`src/hdl/i2a_pkg.sv`:
```
// i2a_pkg: shared types, codes and character constants for the integer to ascii formatter
// used by i2a_ctrl, i2a_datapath and integer_to_ascii_formatter; depends on nothing

package i2a_pkg;

	// request operation codes; codes above OP_PTR carry no conversion
	typedef enum logic [2:0] {
		OP_SDEC = 3'd0,
		OP_UDEC = 3'd1,
		OP_LHEX = 3'd2,
		OP_UHEX = 3'd3,
		OP_PTR  = 3'd4
	} op_t;

	localparam int VALUE_W   = 64;
	localparam int HALF_W    = 32;
	localparam int DIGIT_W   = 4;
	localparam int NUM_DIGITS = 20;
	localparam int DIG_REG_W = NUM_DIGITS * DIGIT_W;
	localparam int CNT_W     = $clog2(NUM_DIGITS + 1);
	localparam int ITER_W    = $clog2(VALUE_W);
	localparam int CHAR_W    = 8;

	localparam logic [CHAR_W-1:0] CH_ZERO  = 8'h30;
	localparam logic [CHAR_W-1:0] CH_MINUS = 8'h2d;
	localparam logic [CHAR_W-1:0] CH_X     = 8'h78;
	localparam logic [CHAR_W-1:0] CH_LO_A  = 8'h61;
	localparam logic [CHAR_W-1:0] CH_UP_A  = 8'h41;

	// which character the datapath puts out
	typedef enum logic [1:0] {
		EMIT_DIGIT = 2'd0,
		EMIT_MINUS = 2'd1,
		EMIT_ZERO  = 2'd2,
		EMIT_X     = 2'd3
	} emit_kind_t;

	typedef struct packed {
		logic       load;
		logic       conv_step;
		logic       skip_step;
		logic       emit;
		emit_kind_t emit_kind;
		logic       emit_last;
	} dp_cmd_t;

	typedef struct packed {
		logic in_valid_op;
		logic in_dec;
		logic in_ptr;
		logic in_neg;
		logic conv_last;
		logic top_zero;
		logic one_left;
	} dp_status_t;

endpackage

```
`src/hdl/i2a_datapath.sv`:
```
// i2a_datapath: operand decode, bit-serial binary to bcd shifter, digit shift register
// and registered character output; depends on i2a_pkg

module i2a_datapath (
	input  logic                          clk,
	input  logic                          arst_n,
	input  logic [2:0]                    operation,
	input  logic                          is_wide,
	input  logic [i2a_pkg::VALUE_W-1:0]   value,
	input  i2a_pkg::dp_cmd_t              cmd,
	output i2a_pkg::dp_status_t           status,
	output logic                          strobe,
	output logic [i2a_pkg::CHAR_W-1:0]    character,
	output logic                          last
);

	localparam int VW = i2a_pkg::VALUE_W;
	localparam int HW = i2a_pkg::HALF_W;
	localparam int DW = i2a_pkg::DIGIT_W;
	localparam int RW = i2a_pkg::DIG_REG_W;
	localparam int ND = i2a_pkg::NUM_DIGITS;

	logic [VW-1:0]                 bin_q;
	logic [RW-1:0]                 dig_q;
	logic [i2a_pkg::CNT_W-1:0]     cnt_q;
	logic [i2a_pkg::ITER_W-1:0]    iter_q;
	logic                          upper_q;
	logic                          strobe_q;
	logic [i2a_pkg::CHAR_W-1:0]    char_q;
	logic                          last_q;

	logic [VW-1:0]                 low_ext;
	logic [VW-1:0]                 sgn_ext;
	logic [VW-1:0]                 mag;
	logic                          neg;
	logic                          dec;
	logic                          ptr;
	logic                          valid_op;
	logic [RW-1:0]                 dig_adj;
	logic [DW-1:0]                 top_digit;
	logic [i2a_pkg::CHAR_W-1:0]    digit_char;

	// operand decode
	always_comb begin
		low_ext  = {{(VW-HW){1'b0}}, value[HW-1:0]};
		sgn_ext  = {{(VW-HW){value[HW-1]}}, value[HW-1:0]};
		neg      = 1'b0;
		dec      = 1'b0;
		ptr      = 1'b0;
		valid_op = 1'b1;
		mag      = is_wide ? value : low_ext;
		case (i2a_pkg::op_t'(operation))
			i2a_pkg::OP_SDEC: begin
				dec = 1'b1;
				neg = is_wide ? value[VW-1] : value[HW-1];
				if (neg) begin
					mag = is_wide ? (~value + 1'b1) : (~sgn_ext + 1'b1);
				end
			end
			i2a_pkg::OP_UDEC: begin
				dec = 1'b1;
			end
			i2a_pkg::OP_LHEX, i2a_pkg::OP_UHEX: begin
			end
			i2a_pkg::OP_PTR: begin
				ptr = 1'b1;
				mag = value;
			end
			default: begin
				valid_op = 1'b0;
			end
		endcase
	end

	// add-3 correction on every bcd digit before the shift
	always_comb begin
		for (int i = 0; i < ND; i++) begin
			dig_adj[i*DW +: DW] = (dig_q[i*DW +: DW] >= 4'd5) ?
				dig_q[i*DW +: DW] + 4'd3 : dig_q[i*DW +: DW];
		end
	end

	assign top_digit = dig_q[RW-1 -: DW];

	always_comb begin
		if (top_digit < 4'd10) begin
			digit_char = i2a_pkg::CH_ZERO + {4'd0, top_digit};
		end else begin
			digit_char = (upper_q ? i2a_pkg::CH_UP_A : i2a_pkg::CH_LO_A) +
				{4'd0, top_digit - 4'd10};
		end
	end

	always_ff @(posedge clk or negedge arst_n) begin
		if (!arst_n) begin
			cnt_q    <= '0;
			iter_q   <= '0;
			strobe_q <= 1'b0;
		end else begin
			strobe_q <= cmd.emit;
			if (cmd.load) begin
				cnt_q  <= i2a_pkg::CNT_W'(ND);
				iter_q <= '0;
			end else if (cmd.conv_step) begin
				iter_q <= iter_q + 1'b1;
			end else if (cmd.skip_step || (cmd.emit && cmd.emit_kind == i2a_pkg::EMIT_DIGIT)) begin
				cnt_q <= cnt_q - 1'b1;
			end
		end
	end

	// payload registers
	always_ff @(posedge clk) begin
		if (cmd.load) begin
			upper_q <= (i2a_pkg::op_t'(operation) == i2a_pkg::OP_UHEX);
			if (dec) begin
				bin_q <= mag;
				dig_q <= '0;
			end else begin
				bin_q <= '0;
				dig_q <= {{(RW-VW){1'b0}}, mag};
			end
		end else if (cmd.conv_step) begin
			{dig_q, bin_q} <= {dig_adj[RW-2:0], bin_q, 1'b0};
		end else if (cmd.skip_step || (cmd.emit && cmd.emit_kind == i2a_pkg::EMIT_DIGIT)) begin
			dig_q <= {dig_q[RW-DW-1:0], {DW{1'b0}}};
		end
		if (cmd.emit) begin
			last_q <= cmd.emit_last;
			case (cmd.emit_kind)
				i2a_pkg::EMIT_DIGIT: char_q <= digit_char;
				i2a_pkg::EMIT_MINUS: char_q <= i2a_pkg::CH_MINUS;
				i2a_pkg::EMIT_ZERO:  char_q <= i2a_pkg::CH_ZERO;
				i2a_pkg::EMIT_X:     char_q <= i2a_pkg::CH_X;
				default:             char_q <= i2a_pkg::CH_ZERO;
			endcase
		end
	end

	assign status.in_valid_op = valid_op;
	assign status.in_dec      = dec;
	assign status.in_ptr      = ptr;
	assign status.in_neg      = neg;
	assign status.conv_last   = (iter_q == {i2a_pkg::ITER_W{1'b1}});
	assign status.top_zero    = (top_digit == '0);
	assign status.one_left    = (cnt_q == i2a_pkg::CNT_W'(1));

	assign strobe    = strobe_q;
	assign character = char_q;
	assign last      = last_q;

endmodule

```
`src/hdl/i2a_ctrl.sv`:
```
// i2a_ctrl: sequencing state machine for prefix, conversion, zero skip and digit emission
// depends on i2a_pkg; drives i2a_datapath through dp_cmd_t

module i2a_ctrl (
	input  logic                clk,
	input  logic                arst_n,
	input  logic                start,
	input  i2a_pkg::dp_status_t status,
	output i2a_pkg::dp_cmd_t    cmd,
	output logic                busy
);

	typedef enum logic [6:0] {
		ST_IDLE  = 7'b0000001,
		ST_MINUS = 7'b0000010,
		ST_PRE0  = 7'b0000100,
		ST_PREX  = 7'b0001000,
		ST_CONV  = 7'b0010000,
		ST_SKIP  = 7'b0100000,
		ST_EMIT  = 7'b1000000
	} state_t;

	state_t state_q;
	state_t state_d;

	always_comb begin
		state_d   = state_q;
		cmd       = '0;
		case (state_q)
			ST_IDLE: begin
				if (start) begin
					cmd.load = 1'b1;
					if (!status.in_valid_op) begin
						state_d = ST_IDLE;
					end else if (status.in_ptr) begin
						state_d = ST_PRE0;
					end else if (status.in_neg) begin
						state_d = ST_MINUS;
					end else if (status.in_dec) begin
						state_d = ST_CONV;
					end else begin
						state_d = ST_SKIP;
					end
				end
			end
			ST_MINUS: begin
				cmd.emit      = 1'b1;
				cmd.emit_kind = i2a_pkg::EMIT_MINUS;
				state_d       = ST_CONV;
			end
			ST_PRE0: begin
				cmd.emit      = 1'b1;
				cmd.emit_kind = i2a_pkg::EMIT_ZERO;
				state_d       = ST_PREX;
			end
			ST_PREX: begin
				cmd.emit      = 1'b1;
				cmd.emit_kind = i2a_pkg::EMIT_X;
				state_d       = ST_SKIP;
			end
			ST_CONV: begin
				cmd.conv_step = 1'b1;
				if (status.conv_last) begin
					state_d = ST_SKIP;
				end
			end
			ST_SKIP: begin
				if (status.top_zero && !status.one_left) begin
					cmd.skip_step = 1'b1;
				end else begin
					state_d = ST_EMIT;
				end
			end
			ST_EMIT: begin
				cmd.emit      = 1'b1;
				cmd.emit_kind = i2a_pkg::EMIT_DIGIT;
				cmd.emit_last = status.one_left;
				if (status.one_left) begin
					state_d = ST_IDLE;
				end
			end
			default: begin
				state_d = ST_IDLE;
			end
		endcase
	end

	always_ff @(posedge clk or negedge arst_n) begin
		if (!arst_n) begin
			state_q <= ST_IDLE;
		end else begin
			state_q <= state_d;
		end
	end

	assign busy = (state_q != ST_IDLE);

`ifndef SYNTHESIS
	a_conv_holds: assert property (@(posedge clk) disable iff (!arst_n)
		(state_q == ST_CONV && !status.conv_last) |=> state_q == ST_CONV)
		else $error("conversion left before all bits were shifted");
	a_skip_keeps_one: assert property (@(posedge clk) disable iff (!arst_n)
		cmd.skip_step |-> !status.one_left)
		else $error("zero skip dropped the final digit");
	a_last_ends: assert property (@(posedge clk) disable iff (!arst_n)
		(cmd.emit && cmd.emit_last) |=> state_q == ST_IDLE)
		else $error("controller kept working after the last character");
	a_load_idle: assert property (@(posedge clk) disable iff (!arst_n)
		cmd.load |-> !busy)
		else $error("operand loaded while an item was in progress");
`endif

endmodule

```
`src/hdl/integer_to_ascii_formatter.sv`:
```
// integer_to_ascii_formatter: top level, turns one integer per item into ascii characters
// depends on i2a_pkg, i2a_ctrl and i2a_datapath
//
//  channel   handshake          payload                           direction
//  request   start, busy        operation[2:0] is_wide value[63:0] in
//  result    strobe             character[7:0] last               out
//
// an item is taken at an edge with start high and busy low; busy then stays high
// until the last character has been issued (unused operation codes give no characters
// and leave busy low)
// decimal: a minus sign for a negative value, bit-serial binary to bcd shifting, then
// zero skip and digit output; hex and pointer skip the shifting, pointer puts 0x first
// characters come from a register, the cycle after they are formed; digits one per cycle
// arst_n clears the state machine, counters and strobe; the receiver cannot stall

module integer_to_ascii_formatter (
	input  logic                         clk,
	input  logic                         arst_n,
	input  logic                         start,
	output logic                         busy,
	input  logic [2:0]                   operation,
	input  logic                         is_wide,
	input  logic [i2a_pkg::VALUE_W-1:0]  value,
	output logic                         strobe,
	output logic [i2a_pkg::CHAR_W-1:0]   character,
	output logic                         last
);

	// commands from the sequencer, flags back from the datapath
	i2a_pkg::dp_cmd_t    cmd;
	i2a_pkg::dp_status_t status;

	i2a_ctrl u_ctrl (
		.clk    (clk),
		.arst_n (arst_n),
		.start  (start),
		.status (status),
		.cmd    (cmd),
		.busy   (busy)
	);

	// operand decode, bcd shifter, digit register and character output
	i2a_datapath u_datapath (
		.clk       (clk),
		.arst_n    (arst_n),
		.operation (operation),
		.is_wide   (is_wide),
		.value     (value),
		.cmd       (cmd),
		.status    (status),
		.strobe    (strobe),
		.character (character),
		.last      (last)
	);

endmodule
```
`config.mk`:
```
export PLATFORM = sky130hd
export DESIGN_NAME = integer_to_ascii_formatter
export DESIGN_NICKNAME = d
export VERILOG_FILES = /design/src/hdl/i2a_pkg.sv /design/src/hdl/i2a_datapath.sv /design/src/hdl/i2a_ctrl.sv /design/src/hdl/integer_to_ascii_formatter.sv
export SDC_FILE = /design/constraint.sdc
export NUM_CORES = 1
export LEC_CHECK = 0
export BUFFER_PORTS_ARGS = -buffer_cell sky130_fd_sc_hd__buf_2
export CAP_MARGIN = 30
export CORE_MARGIN = 2
export CORE_UTILIZATION = 60
export DETAILED_ROUTE_END_ITERATION = 10
export HOLD_SLACK_MARGIN = 0.03
export PLACE_DENSITY = 0.9
export SLEW_MARGIN = 5
export SYNTH_ARGS = -nofsm -noshare
export SYNTH_HDL_FRONTEND = slang
export SYNTH_SLANG_ARGS = --single-unit
```
`constraint.sdc`:
```
create_clock -name clk -period 5.4 [get_ports clk]
set_input_delay 0.27 -clock clk [delete_from_list [all_inputs] [get_ports clk]]
set_output_delay 0.27 -clock clk [all_outputs]
set_load 0.1 [all_outputs]
```
-- After elaboration in Yosys (flattened, before gate mapping)
Index checks and enable logic that the tools add are counted.
- register bits after elaboration: 173
- output and inout bits: 11
- input bits: 71
- logic and storage cells: 154
- reductions and logical operators: 14
- magnitude comparators: 21
- mux-type cells: 59
- $add $sub $neg: 27
- eq/ne operators: 22
- bitwise gates (word level): 2
- operator list (kind ; count):
    $mux 64 ; 7
    $mux 80 ; 3
    $add 64x1->64 const B ; 2
    $not 64->64 ; 2
    $pmux 64 s2 ; 1
    $ge 4x3->1 const B ; 20
    $add 4x2->4 const B ; 19
    $mux 4 ; 19
    $pmux 7 s7 ; 1
    $mux 7 ; 6
    $pmux 8 s4 ; 1
    $mux 6 ; 5
    $mux 5 ; 3
    $pmux 3 s4 ; 1
    $mux 1 ; 10
    $add 8x4->8 ; 1
    $mux 8 ; 1
    $add 6x4->7 const A ; 1
    $eq 7x1->1 const B ; 1
    $eq 7x2->1 const B ; 1
    $eq 7x3->1 const B ; 1
    $eq 7x4->1 const B ; 1
    $eq 7x5->1 const B ; 1
    $eq 7x6->1 const B ; 1
    other kinds (29) ; 36

-- Logic depth before layout (Yosys ltp)
- depth after elaboration: 9
- mapped depth: 10
- depth with buffers taken out: 8

-- Modules after synthesis
From an unflattened synthesis, not the netlist that was laid out.
- cell total of the unflattened synthesis: 1408
- area total of the unflattened synthesis: 12886.1 µm²
- modules (own cells, without submodules) (module ; times used ; area each (µm²) ; cells an instance):
    i2a_datapath ; 1 ; 12218.0 ; 1328
    i2a_ctrl ; 1 ; 668.1 ; 80

-- Worst setup path after synthesis
OpenSTA, ideal clock, no wires.
- path kind: reg-to-reg
- start: reg u_ctrl.state_q[1]
- end: reg u_datapath.dig_q[56] (data pin)
- data required time: 5.044 ns
- setup time: 0.356 ns
- buffers on the path: 1
- stages on the path, launching flop included: 8
- path slack: 1.318 ns
- arrival: 3.726 ns
- path through: dfrtp_1 -> nor3_1 -> nand4_1 -> inv_2 -> nor2_1 -> inv_1 -> clkbuf_1 -> o221ai_1
- RTL lines (element ; line ; RTL):
    from (decl) ; i2a_ctrl.sv:23 ; state_t state_q;
    from (signal assigned) ; i2a_ctrl.sv:92 ; state_q <= state_d;
    to (signal assigned) ; i2a_datapath.sv:121 ; dig_q <= {{(RW-VW){1'b0}}, mag};
    to (signal assigned) ; i2a_datapath.sv:124 ; {dig_q, bin_q} <= {dig_adj[RW-2:0], bin_q, 1'b0};
    to (signal assigned) ; i2a_datapath.sv:126 ; dig_q <= {dig_q[RW-DW-1:0], {DW{1'b0}}};
    to (decl) ; i2a_datapath.sv:24 ; logic [RW-1:0] dig_q;

-- Worst setup path in the final report
- start: reg u_ctrl.state_q[1]
- end: reg u_datapath.dig_q[29] (data pin)
- cells in the longest elaborated chain, start to end: 4
- RTL lines (element ; line ; RTL):
    $eq 7x5->1 ; i2a_ctrl.sv:29 ; case (state_q)
    $mux 1 ; i2a_ctrl.sv:29 ;
    $mux 80 ; i2a_datapath.sv:123 ; end else if (cmd.conv_step) begin
    $mux 80 (*) ; i2a_datapath.sv:114 ; if (cmd.load) begin
Mark *: on every way between the ends. The rest lies on a longest branch, timed or not.
A chain may end at the register's enable or synchronous reset.

==> reports/qor.yml <==
post_cts_resized: 0
grt_pass1_wl_mm: 54.86
crit_arrival_ns: 3.37
yosys.cell_types.count: 76
firstDrtPassIters: 7
clock_sinks: 172
die-area_mm2: 0.02101
rsz0062_at_grt: "no"
maxSlewHeadroom: 0.3452
drv_cap: 0
syn_inst: 1339
irDropWorstVdd_v: 0.0003320
syn-mean-instance-area_um2: 8.903
grt_usage: 0.3237
cts.path.max_buffers: 2
end_kind: "register"
synth.net_count: 1456
fmax_mhz: 311.9
placed_cells: 1623
cp_max_fo: 56
die_w_um: 145.0
hold_viol_final: 0
grt_pass1_vias: 10560
p_sw_frac: 0.4312
seq_area_frac_synth: 0.4254
antennaDiodeCount: 0
stdcell_count: 1657
power_w: 0.007719
intPower_w: 0.004391
synthesis.area_mm2: 0.01192
p_switching_w: 0.003328
cp-start-kind: "register"
dieHeight_um: 145.0
combPwrFrac: 0.447
clock_power_share: 0.154
wl_mm: 34.86
cts_tree: "done"
power_density_mw_per_mm2: 588.6
syn2layout_area_growth_pct: 10.00
slew_violations: 0
detail_route.wl_per_cell_um: 21.04
core.rowCount: 51
initial_utilization: 0.6125
nNetsFinal: 1496
vias: 11440
clock_latency_ns: 0.45
synth-edff-count: 153
htree_levels: 4
setup_tns_ns: 0
grt_max_degree: 78
grt_overflow_total: 0
synth_ff_type: "edfxtp_1"
worst_slew_pin_slew_ns: 0.9786
period_share: 0.5937
period_needed_ns: 3.206
drtIter0Drc: 1665
gp_congestion: 0.9923
yosys_register_bits: 172
min_path_type: "input port to register"
io_pins: 82
setup_viol: 0
async_flop_share: 0.1105
numCtsBuffers: 17
drc: 0
seq_power_share: 0.400
yosysWarnings: 0
status: "finished clean"
avgViaCountPerCell: 6.901
core-area_mm2: 0.01946
root_buffer: "clkbuf_16"
skew_ns: 0.007654
dp_hpwl_mm: 23.74
critical_path_class: "register to register"
io_buffers: 80
antenna_found_initial: 1
ant_nets: 0
critPathRequiredTime_ns: 5.56
final_common_cell: "nand2_1"
final_cell_mix: "175 x nand2_1, 153 x edfxtp_1, 150 x a21oi_1, 146 x o21ai_0, 81 x buf_2"
drive_above_1_share: 0.1149
path_clk_slew_ns: 0.07
p_leak_nw: 4.813
Yosys cell counts, drive strengths merged (20+ instances only):
library cell,count,area share
nor3b,34,0.021
ha,46,0.048
nand2,176,0.055
xnor2,42,0.031
nor2,80,0.025
o21ai,150,0.063
nand3,20,0.0084
clkbuf,67,0.021
a21oi,151,0.063
o221ai,21,0.015
nand2b,27,0.014
inv,55,0.017
a22oi,25,0.016
xor2,23,0.017
nor3,29,0.014
edfxtp,153,0.39
final timing paths:
check / start / endpoint / slack (ns) / cells past startpoint
max reg2reg: u_ctrl.state_q[1] / u_datapath.dig_q[29] / 2.19 / 8
max: u_ctrl.state_q[1] / u_datapath.dig_q[29] / 2.19 / 8
max in group asynchronous: arst_n / u_ctrl.state_q[0] / 4.76 / 2
min: start / u_ctrl.state_q[0] / 0.18 / 3
min in group asynchronous: arst_n / u_ctrl.state_q[1] / 0.31 / 2
min reg2reg: u_datapath.bin_q[43] / u_datapath.bin_q[44] / 0.53 / 2
metrics by stage:
stage               cell area (µm²)  utilization  hold WS (ns)  setup WS (ns)
finish                        13110       0.6738        0.1821          2.194
global route                  13110       0.6738        0.1935          1.999
CTS                           13090       0.6728        0.1812          2.173
detailed placement            12530       0.6437        0.2214          2.111
global placement              12490       0.6417        0.2233          2.180
floorplan                     11920            -      -0.02559          1.318
metal layers:
layer | vias up | routed length [µm] | GRT usage
met5 | - | 12 | 0
met1 | 5255 | 13300 | 0.4406
met2 | 931 | 15550 | 0.4960
met4 | 2 | 1384 | 0.1262
met3 | 159 | 4609 | 0.08679
li1 | 5088 | - | -
critical path, stage by stage, from the launching register on:
cell	delay, ns
dfrtp_1	0.43
nor3_1	0.67
and3_1	0.26
buf_4	0.37
nor2_4	0.07
buf_12	0.19
inv_2	0.38
buf_12	0.33
o221ai_1	0.15
kinds of logic after synthesis:
| kind of cell | share of synthesized area |
|---|---|
| AO/OA/AOI/OAI | 0.2344 |
| AND/OR/NAND/NOR | 0.1930 |
| flip-flops | 0.4254 |
| buffers and inverters | 0.04282 |
| XOR/XNOR | 0.04775 |
| adder cells (fa/ha/maj) | 0.04828 |
| multiplexers | 0.008081 |
| other | 0.0003146 |
power groups by stage:
stage / combinational, W / sequential, W / clock, W
finish: 0.00345 / 0.00308 / 0.00119
global route: 0.00382 / 0.00316 / 0.00124
CTS: 0.00337 / 0.00306 / 0.00118
detailed placement: 0.00332 / 0.00307 / 0
global placement: 0.00312 / 0.00305 / 0
floorplan: 0.00248 / 0.00301 / 0
registers in the layout (all words and copies together) (netlist names):
signal,count
u_ctrl.state_q,7
u_datapath.bin_q,64
u_datapath.character,7
u_datapath.cnt_q,5
u_datapath.dig_q,80
u_datapath.iter_q,6
u_datapath.last,1
u_datapath.strobe,1
u_datapath.upper_q,1
repair_timing:
item                      4_1_cts  5_1_grt
hold buffers                    1        0
buffers inserted                0        0
hold endpoints to repair       18        0
layout make-up:
type | count | area [µm²]
multi-input cells | 1035 | 6372
clock buffers | 17 | 425.4
repair buffers | 97 | 573.1
flip-flops and latches | 172 | 5071
inverters | 56 | 210.2
fillers | 1440 | 6349
clock inverters | 15 | 130.1
well taps | 265 | 331.6
Power figures use the tool's default switching activity.
